--- config.mk ---
export PLATFORM = sky130hd
export DESIGN_NAME = triangle_scanline_span_walker
export DESIGN_NICKNAME = d
export VERILOG_FILES = /design/src/rtl/tssw_pkg.sv /design/src/rtl/tssw_div.sv /design/src/rtl/tssw_datapath.sv /design/src/rtl/tssw_ctrl.sv /design/src/rtl/triangle_scanline_span_walker.sv
export SDC_FILE = /design/constraint.sdc
export NUM_CORES = 2
export LEC_CHECK = 0
export ABC_AREA = 1
export BUFFER_PORTS_ARGS = -buffer_cell sky130_fd_sc_hd__buf_2
export CAP_MARGIN = 20
export CORE_UTILIZATION = 62
export CTS_CLUSTER_DIAMETER = 80
export DETAILED_ROUTE_END_ITERATION = 10
export PLACE_DENSITY = 0.8
export SETUP_SLACK_MARGIN = 0.1
export SLEW_MARGIN = 10
export SYNTH_ARGS = -nofsm -noshare
export SYNTH_HDL_FRONTEND = slang
export SYNTH_HIERARCHICAL = 1
export SYNTH_SLANG_ARGS = --single-unit
--- constraint.sdc ---
create_clock -name clk -period 8.9 [get_ports clk]
set_input_delay 1.78 -clock clk [delete_from_list [all_inputs] [get_ports clk]]
set_output_delay 1.78 -clock clk [all_outputs]
set_load 0.03 [all_outputs]
--- src/rtl/tssw_pkg.sv ---
// Shared constants, types and helpers for the triangle span walker
`default_nettype none
package tssw_pkg;

	// default fixed-point layout
	localparam int COORD_FRAC_BITS_DEF = 8;
	localparam int SLOPE_FRAC_BITS_DEF = 16;

	// field widths
	localparam int VW    = 19;
	localparam int ROW_W = 11;
	localparam int XS_W  = 11;
	localparam int XE_W  = 12;
	localparam int ACC_W = 32;

	// which slope the divider is working on
	typedef enum logic [1:0] {
		SEL_LONG,
		SEL_TOP,
		SEL_BOT
	} div_sel_t;

	// controller to datapath
	typedef struct packed {
		logic     load;
		logic     step;
		logic     div_start;
		div_sel_t div_sel;
		logic     finish;
		logic     busy;
	} ctrl_cmd_t;

	// datapath to controller
	typedef struct packed {
		logic div_done;
		logic out_full;
	} dp_status_t;

	// saturate a wide signed value to 32 bits
	function automatic logic signed [ACC_W-1:0] sat32(input logic signed [63:0] v);
		logic signed [63:0] hi;
		logic signed [63:0] lo;
		hi = 64'sh0000_0000_7FFF_FFFF;
		lo = -64'sh0000_0000_8000_0000;
		if (v > hi)
			return ACC_W'(hi);
		else if (v < lo)
			return ACC_W'(lo);
		else
			return ACC_W'(v);
	endfunction

	// saturating 32-bit add
	function automatic logic signed [ACC_W-1:0] sat_add32(input logic signed [ACC_W-1:0] a,
			input logic signed [ACC_W-1:0] b);
		logic signed [63:0] s;
		s = 64'(a) + 64'(b);
		return sat32(s);
	endfunction

endpackage
`default_nettype wire

--- src/rtl/tssw_div.sv ---
// Restoring unsigned divider, one quotient bit per cycle
`default_nettype none
module tssw_div #(
	parameter int NUMW = 35,
	parameter int DENW = 19
) (
	input  wire logic            clk,
	input  wire logic            arst_n,
	input  wire logic            start,
	input  wire logic [NUMW-1:0] num,
	input  wire logic [DENW-1:0] den,
	output logic                 done,
	output logic [NUMW-1:0]      quo
);
	localparam int CW = $clog2(NUMW + 1);

	logic [DENW-1:0] rem_q;
	logic [NUMW-1:0] quo_q;
	logic [CW-1:0]   cnt_q;
	logic            busy_q;
	logic            done_q;
	logic [DENW:0]   trial;
	logic            qbit;

	// trial subtract of the shifted remainder
	always_comb begin
		trial = {rem_q, quo_q[NUMW-1]};
		qbit  = (trial >= {1'b0, den});
	end

	always_ff @(posedge clk or negedge arst_n) begin
		if (!arst_n) begin
			busy_q <= 1'b0;
			done_q <= 1'b0;
			cnt_q  <= '0;
		end else begin
			done_q <= 1'b0;
			if (start) begin
				busy_q <= 1'b1;
				cnt_q  <= CW'(NUMW);
			end else if (busy_q) begin
				cnt_q <= cnt_q - 1'b1;
				if (cnt_q == CW'(1)) begin
					busy_q <= 1'b0;
					done_q <= 1'b1;
				end
			end
		end
	end

	// remainder and quotient shift register
	always_ff @(posedge clk) begin
		if (start) begin
			rem_q <= '0;
			quo_q <= num;
		end else if (busy_q) begin
			rem_q <= qbit ? DENW'(trial - {1'b0, den}) : DENW'(trial);
			quo_q <= {quo_q[NUMW-2:0], qbit};
		end
	end

	assign done = done_q;
	assign quo  = quo_q;
endmodule
`default_nettype wire

--- src/rtl/tssw_datapath.sv ---
// Datapath: vertex sort, slope set-up, edge accumulators and span output register
`default_nettype none
module tssw_datapath #(
	parameter int COORD_FRAC_BITS = tssw_pkg::COORD_FRAC_BITS_DEF,
	parameter int SLOPE_FRAC_BITS = tssw_pkg::SLOPE_FRAC_BITS_DEF
) (
	input  wire logic                          clk,
	input  wire logic                          arst_n,
	input  wire tssw_pkg::ctrl_cmd_t           cmd,
	output tssw_pkg::dp_status_t               status,
	input  wire logic signed [tssw_pkg::VW-1:0] ax,
	input  wire logic signed [tssw_pkg::VW-1:0] ay,
	input  wire logic signed [tssw_pkg::VW-1:0] bx,
	input  wire logic signed [tssw_pkg::VW-1:0] by_coord,
	input  wire logic signed [tssw_pkg::VW-1:0] cx,
	input  wire logic signed [tssw_pkg::VW-1:0] cy,
	input  wire logic                          out_ready,
	output logic                               out_valid,
	output logic signed [tssw_pkg::ROW_W-1:0]  row,
	output logic signed [tssw_pkg::XS_W-1:0]   x_start,
	output logic signed [tssw_pkg::XE_W-1:0]   x_stop,
	output logic                               last_span
);
	localparam int VW    = tssw_pkg::VW;
	localparam int DW    = VW + 1;
	localparam int AW    = tssw_pkg::ACC_W;
	localparam int NUMW  = VW + SLOPE_FRAC_BITS;
	localparam int ROWW  = VW + 1 - COORD_FRAC_BITS;
	localparam logic signed [DW-1:0] CUNIT = DW'(1) <<< COORD_FRAC_BITS;

	typedef enum logic [1:0] {
		PH_IDLE,
		PH_TOP,
		PH_BOT
	} phase_t;

	// vertex x into accumulator format, truncated toward zero, saturated
	function automatic logic signed [AW-1:0] to_acc(input logic signed [VW-1:0] x);
		logic signed [63:0] t;
		t = 64'(x) <<< SLOPE_FRAC_BITS;
		if (t < 0)
			t = t + ((64'sd1 <<< COORD_FRAC_BITS) - 64'sd1);
		t = t >>> COORD_FRAC_BITS;
		return tssw_pkg::sat32(t);
	endfunction

	// y to integer row, truncated toward zero
	function automatic logic signed [ROWW-1:0] to_row(input logic signed [VW-1:0] y);
		logic signed [DW-1:0] t;
		t = DW'(y);
		if (t < 0)
			t = t + (CUNIT - DW'(1));
		t = t >>> COORD_FRAC_BITS;
		return ROWW'(t);
	endfunction

	// sorted vertices: t = top (min y), m = middle, b = bottom (max y)
	logic signed [VW-1:0] xt_q, yt_q, xm_q, ym_q, xb_q, yb_q;
	logic signed [AW-1:0] long_slope_q, slope_top_q, slope_bot_q;
	logic signed [AW-1:0] edge_acc_q, long_acc_q;
	logic signed [ROWW-1:0] row_q;
	logic [1:0]           long_left_q;
	phase_t               phase_q;

	localparam int ROW_W_L = tssw_pkg::ROW_W;
	logic signed [ROW_W_L-1:0] row_out_q;
	logic signed [tssw_pkg::XS_W-1:0] xs_q;
	logic signed [tssw_pkg::XE_W-1:0] xe_q;
	logic                 last_q;
	logic                 out_valid_q;

	// y ordering with the max-first tie rule
	logic signed [VW-1:0] vx [3];
	logic signed [VW-1:0] vy [3];
	logic [1:0]           mx, mn, md;

	always_comb begin
		vx[0] = ax; vy[0] = ay;
		vx[1] = bx; vy[1] = by_coord;
		vx[2] = cx; vy[2] = cy;
		mx = 2'd0;
		mn = 2'd0;
		for (int i = 1; i < 3; i++) begin
			if (vy[i] >= vy[mx])
				mx = 2'(i);
			else if (vy[i] <= vy[mn])
				mn = 2'(i);
		end
		md = 2'(2'd3 - mn - mx);
	end

	// divider operands for the selected edge
	logic signed [DW-1:0] dx, dy;
	logic                 neg;
	logic [VW-1:0]        mag;
	logic [NUMW-1:0]      num;
	logic                 div_done;
	logic [NUMW-1:0]      quo;
	logic                 zero_slope;
	logic signed [AW-1:0] slope_res;
	logic [63:0]          q64;

	always_comb begin
		case (cmd.div_sel)
			tssw_pkg::SEL_TOP: begin
				dx = DW'(xm_q) - DW'(xt_q);
				dy = DW'(ym_q) - DW'(yt_q);
			end
			tssw_pkg::SEL_BOT: begin
				dx = DW'(xb_q) - DW'(xm_q);
				dy = DW'(yb_q) - DW'(ym_q);
			end
			default: begin
				dx = DW'(xb_q) - DW'(xt_q);
				dy = DW'(yb_q) - DW'(yt_q);
			end
		endcase
		neg = dx[DW-1];
		mag = neg ? VW'(-dx) : VW'(dx);
		num = {mag, {SLOPE_FRAC_BITS{1'b0}}};
		zero_slope = (cmd.div_sel == tssw_pkg::SEL_LONG) ? (dy <= 0) : (dy < CUNIT);
		// sign and saturate the magnitude quotient
		q64 = 64'(quo);
		if (zero_slope)
			slope_res = '0;
		else if (!neg)
			slope_res = (q64 > 64'h7FFF_FFFF) ? AW'(64'h7FFF_FFFF) : AW'(q64);
		else
			slope_res = (q64 > 64'h8000_0000) ? AW'(64'h8000_0000) : AW'(-q64);
	end

	tssw_div #(
		.NUMW(NUMW),
		.DENW(VW)
	) u_div (
		.clk   (clk),
		.arst_n(arst_n),
		.start (cmd.div_start),
		.num   (num),
		.den   (dy[VW-1:0]),
		.done  (div_done),
		.quo   (quo)
	);

	// per-span edge reads and advance
	logic                 long_left;
	logic signed [AW-1:0] left, right;
	logic signed [AW:0]   lt, rt;
	logic signed [AW:0]   xs_w, xe_w;
	logic signed [tssw_pkg::XS_W-1:0] xs_c;
	logic signed [tssw_pkg::XE_W-1:0] xe_c;
	logic signed [ROWW-1:0] next_row;
	logic signed [31:0]   next_y;
	logic                 top_on, bot_on;

	always_comb begin
		long_left = (phase_q == PH_TOP) ? long_left_q[0] : long_left_q[1];
		left  = long_left ? long_acc_q : edge_acc_q;
		right = long_left ? edge_acc_q : long_acc_q;
		lt = (AW+1)'(left);
		if (lt < 0)
			lt = lt + (((AW+1)'(1) <<< SLOPE_FRAC_BITS) - (AW+1)'(1));
		xs_w = lt >>> SLOPE_FRAC_BITS;
		rt = (AW+1)'(right) + (((AW+1)'(1) <<< SLOPE_FRAC_BITS) - (AW+1)'(1));
		xe_w = rt >>> SLOPE_FRAC_BITS;
		if (xs_w < -(AW+1)'(1024))
			xs_c = -tssw_pkg::XS_W'(1024);
		else if (xs_w > (AW+1)'(1023))
			xs_c = tssw_pkg::XS_W'(1023);
		else
			xs_c = tssw_pkg::XS_W'(xs_w);
		if (xe_w < -(AW+1)'(1024))
			xe_c = -tssw_pkg::XE_W'(1024);
		else if (xe_w > (AW+1)'(1024))
			xe_c = tssw_pkg::XE_W'(1024);
		else
			xe_c = tssw_pkg::XE_W'(xe_w);
		next_row = row_q + ROWW'(1);
		next_y   = 32'(next_row) <<< COORD_FRAC_BITS;
		top_on   = (DW'(ym_q) - DW'(yt_q)) >= CUNIT;
		bot_on   = (DW'(yb_q) - DW'(ym_q)) >= CUNIT;
	end

	// sorted vertex capture
	always_ff @(posedge clk) begin
		if (cmd.load) begin
			xt_q <= vx[mn]; yt_q <= vy[mn];
			xm_q <= vx[md]; ym_q <= vy[md];
			xb_q <= vx[mx]; yb_q <= vy[mx];
		end
	end

	// triangle walk state
	always_ff @(posedge clk or negedge arst_n) begin
		if (!arst_n) begin
			phase_q      <= PH_IDLE;
			row_q        <= '0;
			edge_acc_q   <= '0;
			long_acc_q   <= '0;
			long_slope_q <= '0;
			slope_top_q  <= '0;
			slope_bot_q  <= '0;
			long_left_q  <= '0;
		end else begin
			if (div_done) begin
				case (cmd.div_sel)
					tssw_pkg::SEL_TOP:  slope_top_q  <= slope_res;
					tssw_pkg::SEL_BOT:  slope_bot_q  <= slope_res;
					default:            long_slope_q <= slope_res;
				endcase
			end
			if (cmd.finish) begin
				long_left_q <= {!(slope_bot_q > long_slope_q), !(slope_top_q < long_slope_q)};
				long_acc_q  <= to_acc(xt_q);
				if (top_on) begin
					phase_q    <= PH_TOP;
					row_q      <= to_row(yt_q);
					edge_acc_q <= to_acc(xt_q);
				end else if (bot_on) begin
					phase_q    <= PH_BOT;
					row_q      <= to_row(ym_q);
					edge_acc_q <= to_acc(xm_q);
				end else begin
					phase_q    <= PH_IDLE;
					row_q      <= '0;
					edge_acc_q <= '0;
				end
			end else if (cmd.step && (phase_q == PH_TOP || phase_q == PH_BOT)) begin
				long_acc_q <= tssw_pkg::sat_add32(long_acc_q, long_slope_q);
				if (phase_q == PH_TOP) begin
					edge_acc_q <= tssw_pkg::sat_add32(edge_acc_q, slope_top_q);
					if (next_y >= 32'(ym_q)) begin
						if (bot_on) begin
							phase_q    <= PH_BOT;
							row_q      <= to_row(ym_q);
							edge_acc_q <= to_acc(xm_q);
						end else begin
							phase_q <= PH_IDLE;
						end
					end else begin
						row_q <= next_row;
					end
				end else begin
					edge_acc_q <= tssw_pkg::sat_add32(edge_acc_q, slope_bot_q);
					if (next_y >= 32'(yb_q))
						phase_q <= PH_IDLE;
					else
						row_q <= next_row;
				end
			end
		end
	end

	// span output register
	always_ff @(posedge clk or negedge arst_n) begin
		if (!arst_n) begin
			out_valid_q <= 1'b0;
		end else if (cmd.step && (phase_q == PH_TOP || phase_q == PH_BOT)) begin
			out_valid_q <= 1'b1;
		end else if (out_ready) begin
			out_valid_q <= 1'b0;
		end
	end

	always_ff @(posedge clk) begin
		if (cmd.step && (phase_q == PH_TOP || phase_q == PH_BOT)) begin
			row_out_q <= ROW_W_L'(row_q);
			xs_q      <= xs_c;
			xe_q      <= xe_c;
			if (phase_q == PH_TOP)
				last_q <= (next_y >= 32'(ym_q)) && !bot_on;
			else
				last_q <= (next_y >= 32'(yb_q));
		end
	end

	assign status.div_done = div_done;
	assign status.out_full = out_valid_q;
	assign out_valid = out_valid_q;
	assign row       = row_out_q;
	assign x_start   = xs_q;
	assign x_stop    = xe_q;
	assign last_span = last_q;
endmodule
`default_nettype wire

--- src/rtl/tssw_ctrl.sv ---
// Controller: input handshake and the sequence of slope divisions after a load
`default_nettype none
module tssw_ctrl (
	input  wire logic                 clk,
	input  wire logic                 arst_n,
	input  wire logic                 in_valid,
	input  wire logic                 mode,
	input  wire logic                 out_ready,
	input  wire tssw_pkg::dp_status_t status,
	output logic                      in_ready,
	output tssw_pkg::ctrl_cmd_t       cmd
);
	typedef enum logic [1:0] {
		C_IDLE,
		C_DIV,
		C_FIN
	} state_t;

	state_t              state_q;
	logic                start_q;
	tssw_pkg::div_sel_t  sel_q;
	logic                accept;

	// new transaction only when idle and the span register can take a result
	assign in_ready = (state_q == C_IDLE) && (!status.out_full || out_ready);
	assign accept   = in_valid && in_ready;

	always_ff @(posedge clk or negedge arst_n) begin
		if (!arst_n) begin
			state_q <= C_IDLE;
			start_q <= 1'b0;
			sel_q   <= tssw_pkg::SEL_LONG;
		end else begin
			start_q <= 1'b0;
			case (state_q)
				C_IDLE: begin
					if (accept && !mode) begin
						state_q <= C_DIV;
						start_q <= 1'b1;
						sel_q   <= tssw_pkg::SEL_LONG;
					end
				end
				C_DIV: begin
					if (status.div_done) begin
						case (sel_q)
							tssw_pkg::SEL_LONG: begin
								sel_q   <= tssw_pkg::SEL_TOP;
								start_q <= 1'b1;
							end
							tssw_pkg::SEL_TOP: begin
								sel_q   <= tssw_pkg::SEL_BOT;
								start_q <= 1'b1;
							end
							default: state_q <= C_FIN;
						endcase
					end
				end
				C_FIN:   state_q <= C_IDLE;
				default: state_q <= C_IDLE;
			endcase
		end
	end

	always_comb begin
		cmd.load      = accept && !mode;
		cmd.step      = accept && mode;
		cmd.div_start = start_q;
		cmd.div_sel   = sel_q;
		cmd.finish    = (state_q == C_FIN);
		cmd.busy      = (state_q == C_DIV);
	end
endmodule
`default_nettype wire

--- src/rtl/triangle_scanline_span_walker.sv ---
// Top level of the scanline triangle span walker
// Usage:
//  Input channel (in_valid/in_ready): mode 0 loads a triangle from ax..cy
//  (signed fixed point), mode 1 asks for the next span. A load replaces any
//  triangle still being walked; a step with no triangle active gives nothing.
//  Output channel (out_valid/out_ready): one span per step transaction,
//  row, x_start, x_stop (pixels x_start <= x < x_stop) and last_span.
// Timing:
//  A load keeps in_ready low from its acceptance until the one-bit-per-cycle
//  divider, shared by the long, top and bottom slopes, has worked through each
//  in turn and the finish state is done. A step's span appears in the output
//  register in the next cycle, so spans stream at one per cycle while the sink
//  keeps out_ready high. When the sink stalls, one span waits in the output
//  register and in_ready drops until it is taken; no span is lost or repeated.
// Reset: arst_n clears the controller and walk state; no triangle is active
//  and the output register is empty.
`default_nettype none
module triangle_scanline_span_walker #(
	parameter int COORD_FRAC_BITS = tssw_pkg::COORD_FRAC_BITS_DEF,
	parameter int SLOPE_FRAC_BITS = tssw_pkg::SLOPE_FRAC_BITS_DEF
) (
	input  wire logic                           clk,
	input  wire logic                           arst_n,
	input  wire logic                           in_valid,
	output logic                                in_ready,
	input  wire logic                           mode,
	input  wire logic signed [tssw_pkg::VW-1:0] ax,
	input  wire logic signed [tssw_pkg::VW-1:0] ay,
	input  wire logic signed [tssw_pkg::VW-1:0] bx,
	input  wire logic signed [tssw_pkg::VW-1:0] by_coord,
	input  wire logic signed [tssw_pkg::VW-1:0] cx,
	input  wire logic signed [tssw_pkg::VW-1:0] cy,
	output logic                                out_valid,
	input  wire logic                           out_ready,
	output logic signed [tssw_pkg::ROW_W-1:0]   row,
	output logic signed [tssw_pkg::XS_W-1:0]    x_start,
	output logic signed [tssw_pkg::XE_W-1:0]    x_stop,
	output logic                                last_span
);
	tssw_pkg::ctrl_cmd_t  cmd;
	tssw_pkg::dp_status_t status;

	tssw_ctrl u_ctrl (
		.clk      (clk),
		.arst_n   (arst_n),
		.in_valid (in_valid),
		.mode     (mode),
		.out_ready(out_ready),
		.status   (status),
		.in_ready (in_ready),
		.cmd      (cmd)
	);

	tssw_datapath #(
		.COORD_FRAC_BITS(COORD_FRAC_BITS),
		.SLOPE_FRAC_BITS(SLOPE_FRAC_BITS)
	) u_dp (
		.clk      (clk),
		.arst_n   (arst_n),
		.cmd      (cmd),
		.status   (status),
		.ax       (ax),
		.ay       (ay),
		.bx       (bx),
		.by_coord (by_coord),
		.cx       (cx),
		.cy       (cy),
		.out_ready(out_ready),
		.out_valid(out_valid),
		.row      (row),
		.x_start  (x_start),
		.x_stop   (x_stop),
		.last_span(last_span)
	);

	// a load transaction always starts the slope divisions
	a_load_busy: assert property (@(posedge clk) disable iff (!arst_n)
		in_valid && in_ready && !mode |=> !in_ready && cmd.div_start)
		else $error("load did not start the divider");

	// divider results only arrive while the controller waits for them
	a_done_in_div: assert property (@(posedge clk) disable iff (!arst_n)
		status.div_done |-> cmd.busy)
		else $error("divider result outside a division");

	// never take a transaction that could overwrite a waiting span
	a_no_overrun: assert property (@(posedge clk) disable iff (!arst_n)
		in_ready |-> !(out_valid && !out_ready))
		else $error("input ready while a span is stalled");
endmodule
`default_nettype wire
# Word-level counts from Yosys, hierarchy flattened
# Index checks and enable logic that the tools add are counted.
# word_totals
reg_bits	393
output_inout_bits	37
elab_cells	266
# classes
n_addsub	22
magnitude_cmp	43
n_eq_ne	14
n_mux	122
n_bitwise	6
n_reduce_logical	30
# op_table
cell	count
32-bit two-way mux	29
64-bit two-way mux	12
19-bit two-way mux	18
19-bit binary-select mux with 2-bit select	8
56-bit by 32-bit greater-than comparator with 1-bit output (second input constant)	4
56-bit by 32-bit < comparator with 1-bit output (second input constant)	4
64-bit by 32-bit greater-than comparator with 1-bit output (second input constant)	3
64-bit by 32-bit < comparator with 1-bit output (second input constant)	3
19-bit by 19-bit subtractor with 20-bit output	6
12-bit two-way mux	9
32-bit by 32-bit adder with 33-bit output	3
20-bit one-hot mux with 2 select lines	2
35-bit by 9-bit adder with 36-bit output (second input constant)	2
35-bit by 1-bit < comparator with 1-bit output (second input constant)	2
35-bit two-way mux	2
32-bit by 17-bit adder with 33-bit output (second input constant)	2
20-bit by 19-bit greater-or-equal comparator with 1-bit output	3
19-bit by 9-bit adder with 20-bit output (second input constant)	2
20-bit by 10-bit greater-or-equal comparator with 1-bit output (second input constant)	2
20-bit two-way mux	2
19-bit greater-or-equal comparator	2
19-bit less-or-equal comparator	2
19-bit by 1-bit < comparator with 1-bit output (second input constant)	2
35-bit by 31-bit greater-than comparator with 1-bit output (second input constant)	1
other kinds (46)	112

# Longest topological paths before layout
# depth
depth_word	16
depth_mapped	37
mapped_depth_nobuf	33

# By module
# The synthesis kept the hierarchy.
# by_module_without_submodules
mod	n_inst	cells_each	area_each_um2	seq_area_each_um2
tssw_datapath	1	5836	36747.7	8903.5
tssw_div	1	581	4172.8	1631.6
tssw_ctrl	1	35	300.3	125.1

# Worst setup path after synthesis
# No wires, ideal clock.
# synth_timing
path_kind	in2reg
from	input port ay[4] (netlist name)
to	register u_dp.xm_q[15] (data pin)
arrival_ns	6.257
t_required_ns	8.636
setup_slack_ns	2.380
stages	36
path_cell_list	inv_1 > ha_1 > nand2_1 > inv_1 > o21bai_1 > a21oi_1 > o21ai_0 > nand3_1 > or2_2 > nand3_1 > buf_2 > buf_1 > nand2_1 > o21ai_0 > ha_1 > nand2_1 > inv_1 > o21ai_0 > nand2_1 > nand2_1 > a31o_1 > nand3_1 > nor2_1 > nor2_1 > nand2_1 > inv_2 > nand2_1 > inv_1 > nor2_1 > ha_1 > clkbuf_1 > clkbuf_1 > clkbuf_1 > a21oi_1 > nand2_1 > o21ai_0
# synth_via
elab_chain_cells	16
elab_cells_between_ends	24
classes_between	add/sub (2); order compare (4); mux (15); bitwise (3)
# synth_lines
element	line	text
from (decl)	triangle_scanline_span_walker.sv:28	input wire logic signed [tssw_pkg::VW-1:0] ay,
19-bit less-or-equal comparator	tssw_datapath.sv:86	else if (vy[i] <= vy[mn])
1-bit two-way mux	tssw_datapath.sv:86	
1-bit two-way mux	tssw_datapath.sv:84	if (vy[i] >= vy[mx])
1-bit inverter with 3-bit output (not written as such)	tssw_datapath.sv:86	
19-bit binary-select mux with 2-bit select	tssw_datapath.sv:86	
19-bit two-way mux (not written as such) (2 in series)	tssw_datapath.sv:86	
19-bit less-or-equal comparator	tssw_datapath.sv:86	
2-bit two-way mux	tssw_datapath.sv:86	
2-bit two-way mux	tssw_datapath.sv:84	
2-bit subtractor	tssw_datapath.sv:89	md = 2'(2'd3 - mn - mx);
2-bit subtractor *	tssw_datapath.sv:89	
2-bit inverter with 3-bit output (not written as such) *	tssw_datapath.sv:188	xm_q <= vx[md]; ym_q <= vy[md];
19-bit binary-select mux with 2-bit select *	tssw_datapath.sv:188	
19-bit two-way mux (not written as such) * (2 in series)	tssw_datapath.sv:188	
to (signal assigned)	tssw_datapath.sv:188	
to (decl)	tssw_datapath.sv:58	logic signed [VW-1:0] xt_q, yt_q, xm_q, ym_q, xb_q, yb_q;
# Mark *: on every way between the ends. The rest lies on a longest branch, timed or not. The select of a mux whose other input is x is not followed.
# A chain may end at the register's enable or synchronous reset.

# Final worst setup path
# layout_timing
from	input port ay[12] (netlist name)
to	register u_dp.ym_q[13] (data pin)
# layout_via
elab_chain_cells	16
elab_cells_between_ends	24
classes_between	add/sub (2); order compare (4); mux (15); bitwise (3)
# layout_lines
element	line
19-bit less-or-equal comparator	tssw_datapath.sv:86
1-bit two-way mux	tssw_datapath.sv:86
1-bit two-way mux	tssw_datapath.sv:84
1-bit inverter with 3-bit output (not written as such)	tssw_datapath.sv:86
19-bit binary-select mux with 2-bit select	tssw_datapath.sv:86
19-bit two-way mux (not written as such) (2 in series)	tssw_datapath.sv:86
19-bit less-or-equal comparator	tssw_datapath.sv:86
2-bit two-way mux	tssw_datapath.sv:86
2-bit two-way mux	tssw_datapath.sv:84
2-bit subtractor	tssw_datapath.sv:89
2-bit subtractor *	tssw_datapath.sv:89
2-bit inverter with 3-bit output (not written as such) *	tssw_datapath.sv:188
19-bit binary-select mux with 2-bit select *	tssw_datapath.sv:188
19-bit two-way mux (not written as such) * (2 in series)	tssw_datapath.sv:188
to (signal assigned)	tssw_datapath.sv:188
to (decl)	tssw_datapath.sv:58
# Marked as above.

==> flow_summary_export.csv <==
group,metric,value,unit
critical_path,cp_slowest_stage_delay,950,ps
die,rows,94,
critical_path,reg2reg_setup_slack,3360,ps
routing,drt_iter0_markers,5444,
pwr,p_int,3.49,mW
global_route,grt_pass1_vias,40500,
routing,via_per_inst,6.04,
worst_hold_path,hold_start,"u_dp/u_div/cnt_q[4]",
placement,portBuffers,155,
logic_synthesis,synth_most_common_cell,"nand2_1",
pwr,power_per_cell_area,112,nW/um^2
cells_and_area,syn2layout_area_growth,7.66,%
routing,via_count,44800,
clock_network,cts_made_buffers,48,
sta,relSlewSlack,0.127,
logic_synthesis,synth_top_cell_by_area,"nand2_1",
pwr,p_seq_frac,0.404,
global_route,grt-ovfl-total,0,
logic_synthesis,synth_cell_types,77,
critical_path,timing.rr.end,"u_dp/edge_acc_q[22]",
clock_network,hold_buffers,0,
global_route,grtUsageTotal,0.431,
sta,skew,31.4,ps
global_route,antenna_found_initial,5,
logic_synthesis,yosysWarningCount,6,
routing,drtPass1Iterations,7,
critical_path,start_kind,"input pin",
logic_synthesis,ys_ff_latch,393,
sta,hold_viol_final,0,
logic_synthesis,ys_top_cells_by_area,"nand2_1 20%, edfxtp_1 13%, dfrtp_1 12%, ha_1 11%, inv_1 7.6%",
clock_network,cts_root_buf,"clkbuf_16",
routing,wire_per_inst,20.1,microns
logic_synthesis,synth-async-reset-ratio,0.483,
sta,period_share,0.841,
sta,finalSetupViolCount,0,
clock_network,cts.path.max_buffers,3,
logic_synthesis,ys.flop_type,"dfrtp_1",
pwr,p_comb_frac,0.178,
pwr,p_clk_frac,0.419,
critical_path,end_kind,"register",
routing,route.detailed.drc,0,
critical_path,cp.required,9230,ps
placement,gp_congestion,1.11,
critical_path,cp_slowest_cell,"ha_4",
cells_and_area,final_layout_size_suffix_gt1_frac,0.0589,
logic_synthesis,synth_cells,6452,
clock_network,tritoncts,"done",
logic_synthesis,synth_edf_count,184,
global_route,grt_pass1_wl,226,mm
worst_hold_path,min_to,"u_dp/u_div/cnt_q[4]",
flow_run,cap_violations,0,
pwr,p_switching,1.48,mW
critical_path,path_max_fanout,114,
sta,rsz0062_at_grt,"false",
pwr,swShare,0.297,
clock_network,cts_resized,0,
outcome,status,"finished clean",
placement,dp_hpwl,117,mm
critical_path,arrival,7810,ps
sta,slew_viol_final,0,
sta,fin_crit,7480,ps
clock_network,post_cts_buffers,0,
critical_path,cp_common_cell,"o21ai_0",
die,die_area,67500,sq um
die,boundaryPins,156,
worst_hold_path,min_path_type,"reg -> reg",
critical_path,r2r_cells,20,
die,die_height,260,microns
sta,fmax,134,MHz
cells_and_area,final_nets,7007,
die,start_util,0.627,
logic_synthesis,avgSynthCellArea,6.39,sq um
critical_path,critPathKind,"in -> reg",
clock_network,htree_levels,2,
sta,worst_pin_slew,1300,ps
logic_synthesis,netlist_area,41200,sq um
routing,drt-total-wl,149,mm
logic_synthesis,synth_seq_area_share,0.259,
critical_path,r2r_start,"u_dp/row_q[0]",
sta,hold_slack,475,ps
routing,ant_nets,0,
placement,dpl_cell_area,42600,sq um
clock_network,clock_latency,610,ps
logic_synthesis,synthTopCellsByCount,"2144 x nand2_1, 832 x inv_1, 464 x o21ai_0",
sta,finalSetupTns,0,ps
cells_and_area,finish.instance_area,44400,sq um
worst_hold_path,holdPathStages,1,
pwr,power.leakage,23.3,nW
logic_synthesis,synth_top_area_share,0.195,
die,core,65700,sq um
clock_network,clock_sinks,393,
global_route,grt_max_degree,115,
pwr,ir_worst_vdd,0.300,mV
clock_network,clkSlewWorstSetupHoldPaths,60,ps
die,die_w,260,microns
per-stage QoR:
step | worst slack [ps] | utilization | power, mW | std cells
floorplan | 2380 | - | 2.63 | 6467
global placement | 996 | 0.648 | 2.87 | 7322
detailed placement | 804 | 0.648 | 2.89 | 7323
CTS | 1400 | 0.673 | 4.95 | 7413
global route | 759 | 0.675 | 5.16 | 7418
finish | 1420 | 0.675 | 4.97 | 7421
worst max-delay path by stage:
stage,slack [ps],startpoint,endpoint,depth (start not counted)
4_1_cts,1400,ay[12],u_dp/ym_q[5],30
2_1_floorplan,2380,ay[4],u_dp/xm_q[15],36
3_5_place_dp,800,ay[12],u_dp/ym_q[5],30
3_3_place_gp,1000,ay[14],u_dp/ym_q[12],30
5_1_grt,760,ay[14],u_dp/xm_q[7],27
6_report,1420,ay[12],u_dp/ym_q[13],29
layout by cell type (no fill, tap or decap), types with 27 or more instances in the layout:
cell	netlist	layout
nor4_1	27	27
o21ai_0	464	464
inv_1	832	831
nor3_1	79	79
nand3b_1	48	48
nor2_1	429	425
nand4_1	198	198
clkbuf_16	0	50
nand2_1	2144	2140
a21oi_1	385	385
xnor2_1	47	47
nand3_1	410	408
buf_2	35	154
ha_1	365	364
edfxtp_1	184	184
o21ai_1	48	48
o211ai_1	44	44
buf_4	4	37
dfrtp_1	190	190
xor2_1	92	92
registers in the layout (all words and copies together) (netlist names), 32 cells and up:
| name | flops |
|---|---|
| u_dp/slope_top_q | 32 |
| u_dp/edge_acc_q | 32 |
| u_dp/long_acc_q | 32 |
| u_dp/slope_bot_q | 32 |
| u_dp/u_div/quo | 35 |
| u_dp/long_slope_q | 32 |
cells by family after synthesis:
group | Yosys count | synth area share
simple gates | 3418 | 0.354
xor+xnor | 139 | 0.0295
other cells | 1 | 0.0000910
compound gates | 1076 | 0.143
buf+inv | 1051 | 0.0999
fa+ha+maj | 374 | 0.115
flops | 393 | 0.259
worst max-delay path: cells and delay by family:
family / cells / cell delay, ps
AND/OR/NAND/NOR: 12 / 1900
AO/OA/AOI/OAI: 7 / 1230
buffers and inverters: 7 / 1340
adder cells (fa/ha/maj): 3 / 1470
power groups by stage:
stage               Sequential (mW)  Clock [mW]  Combinational, mW
finish                         2.01        2.08              0.883
detailed placement             2.04           0              0.852
global placement               2.04           0              0.827
global route                   2.00        2.16              0.996
CTS                            2.00        2.09              0.856
floorplan                      2.02           0              0.607
routing by layer:
layer / part of all wire / GRT usage / vias up
met5: 0.00025 / 0 / -
li1: - / - / 21400
met1: 0.39 / 0.559 / 20400
met4: 0.067 / 0.243 / 6
met3: 0.11 / 0.0884 / 522
met2: 0.43 / 0.667 / 2464
area by class of cell:
| class | instances | area, sq um |
|---|---|---|
| Antenna cell | 3 | 7.51 |
| Clock buffer | 65 | 1380 |
| Clock inverter | 25 | 285 |
| Fill cell | 6080 | 21400 |
| Inverter | 850 | 3200 |
| Multi-Input combinational cell | 5023 | 26600 |
| Sequential cell | 393 | 10700 |
| Tap cell | 864 | 1080 |
| Timing Repair Buffer | 198 | 1200 |
(Power assumes the default switching activity.)
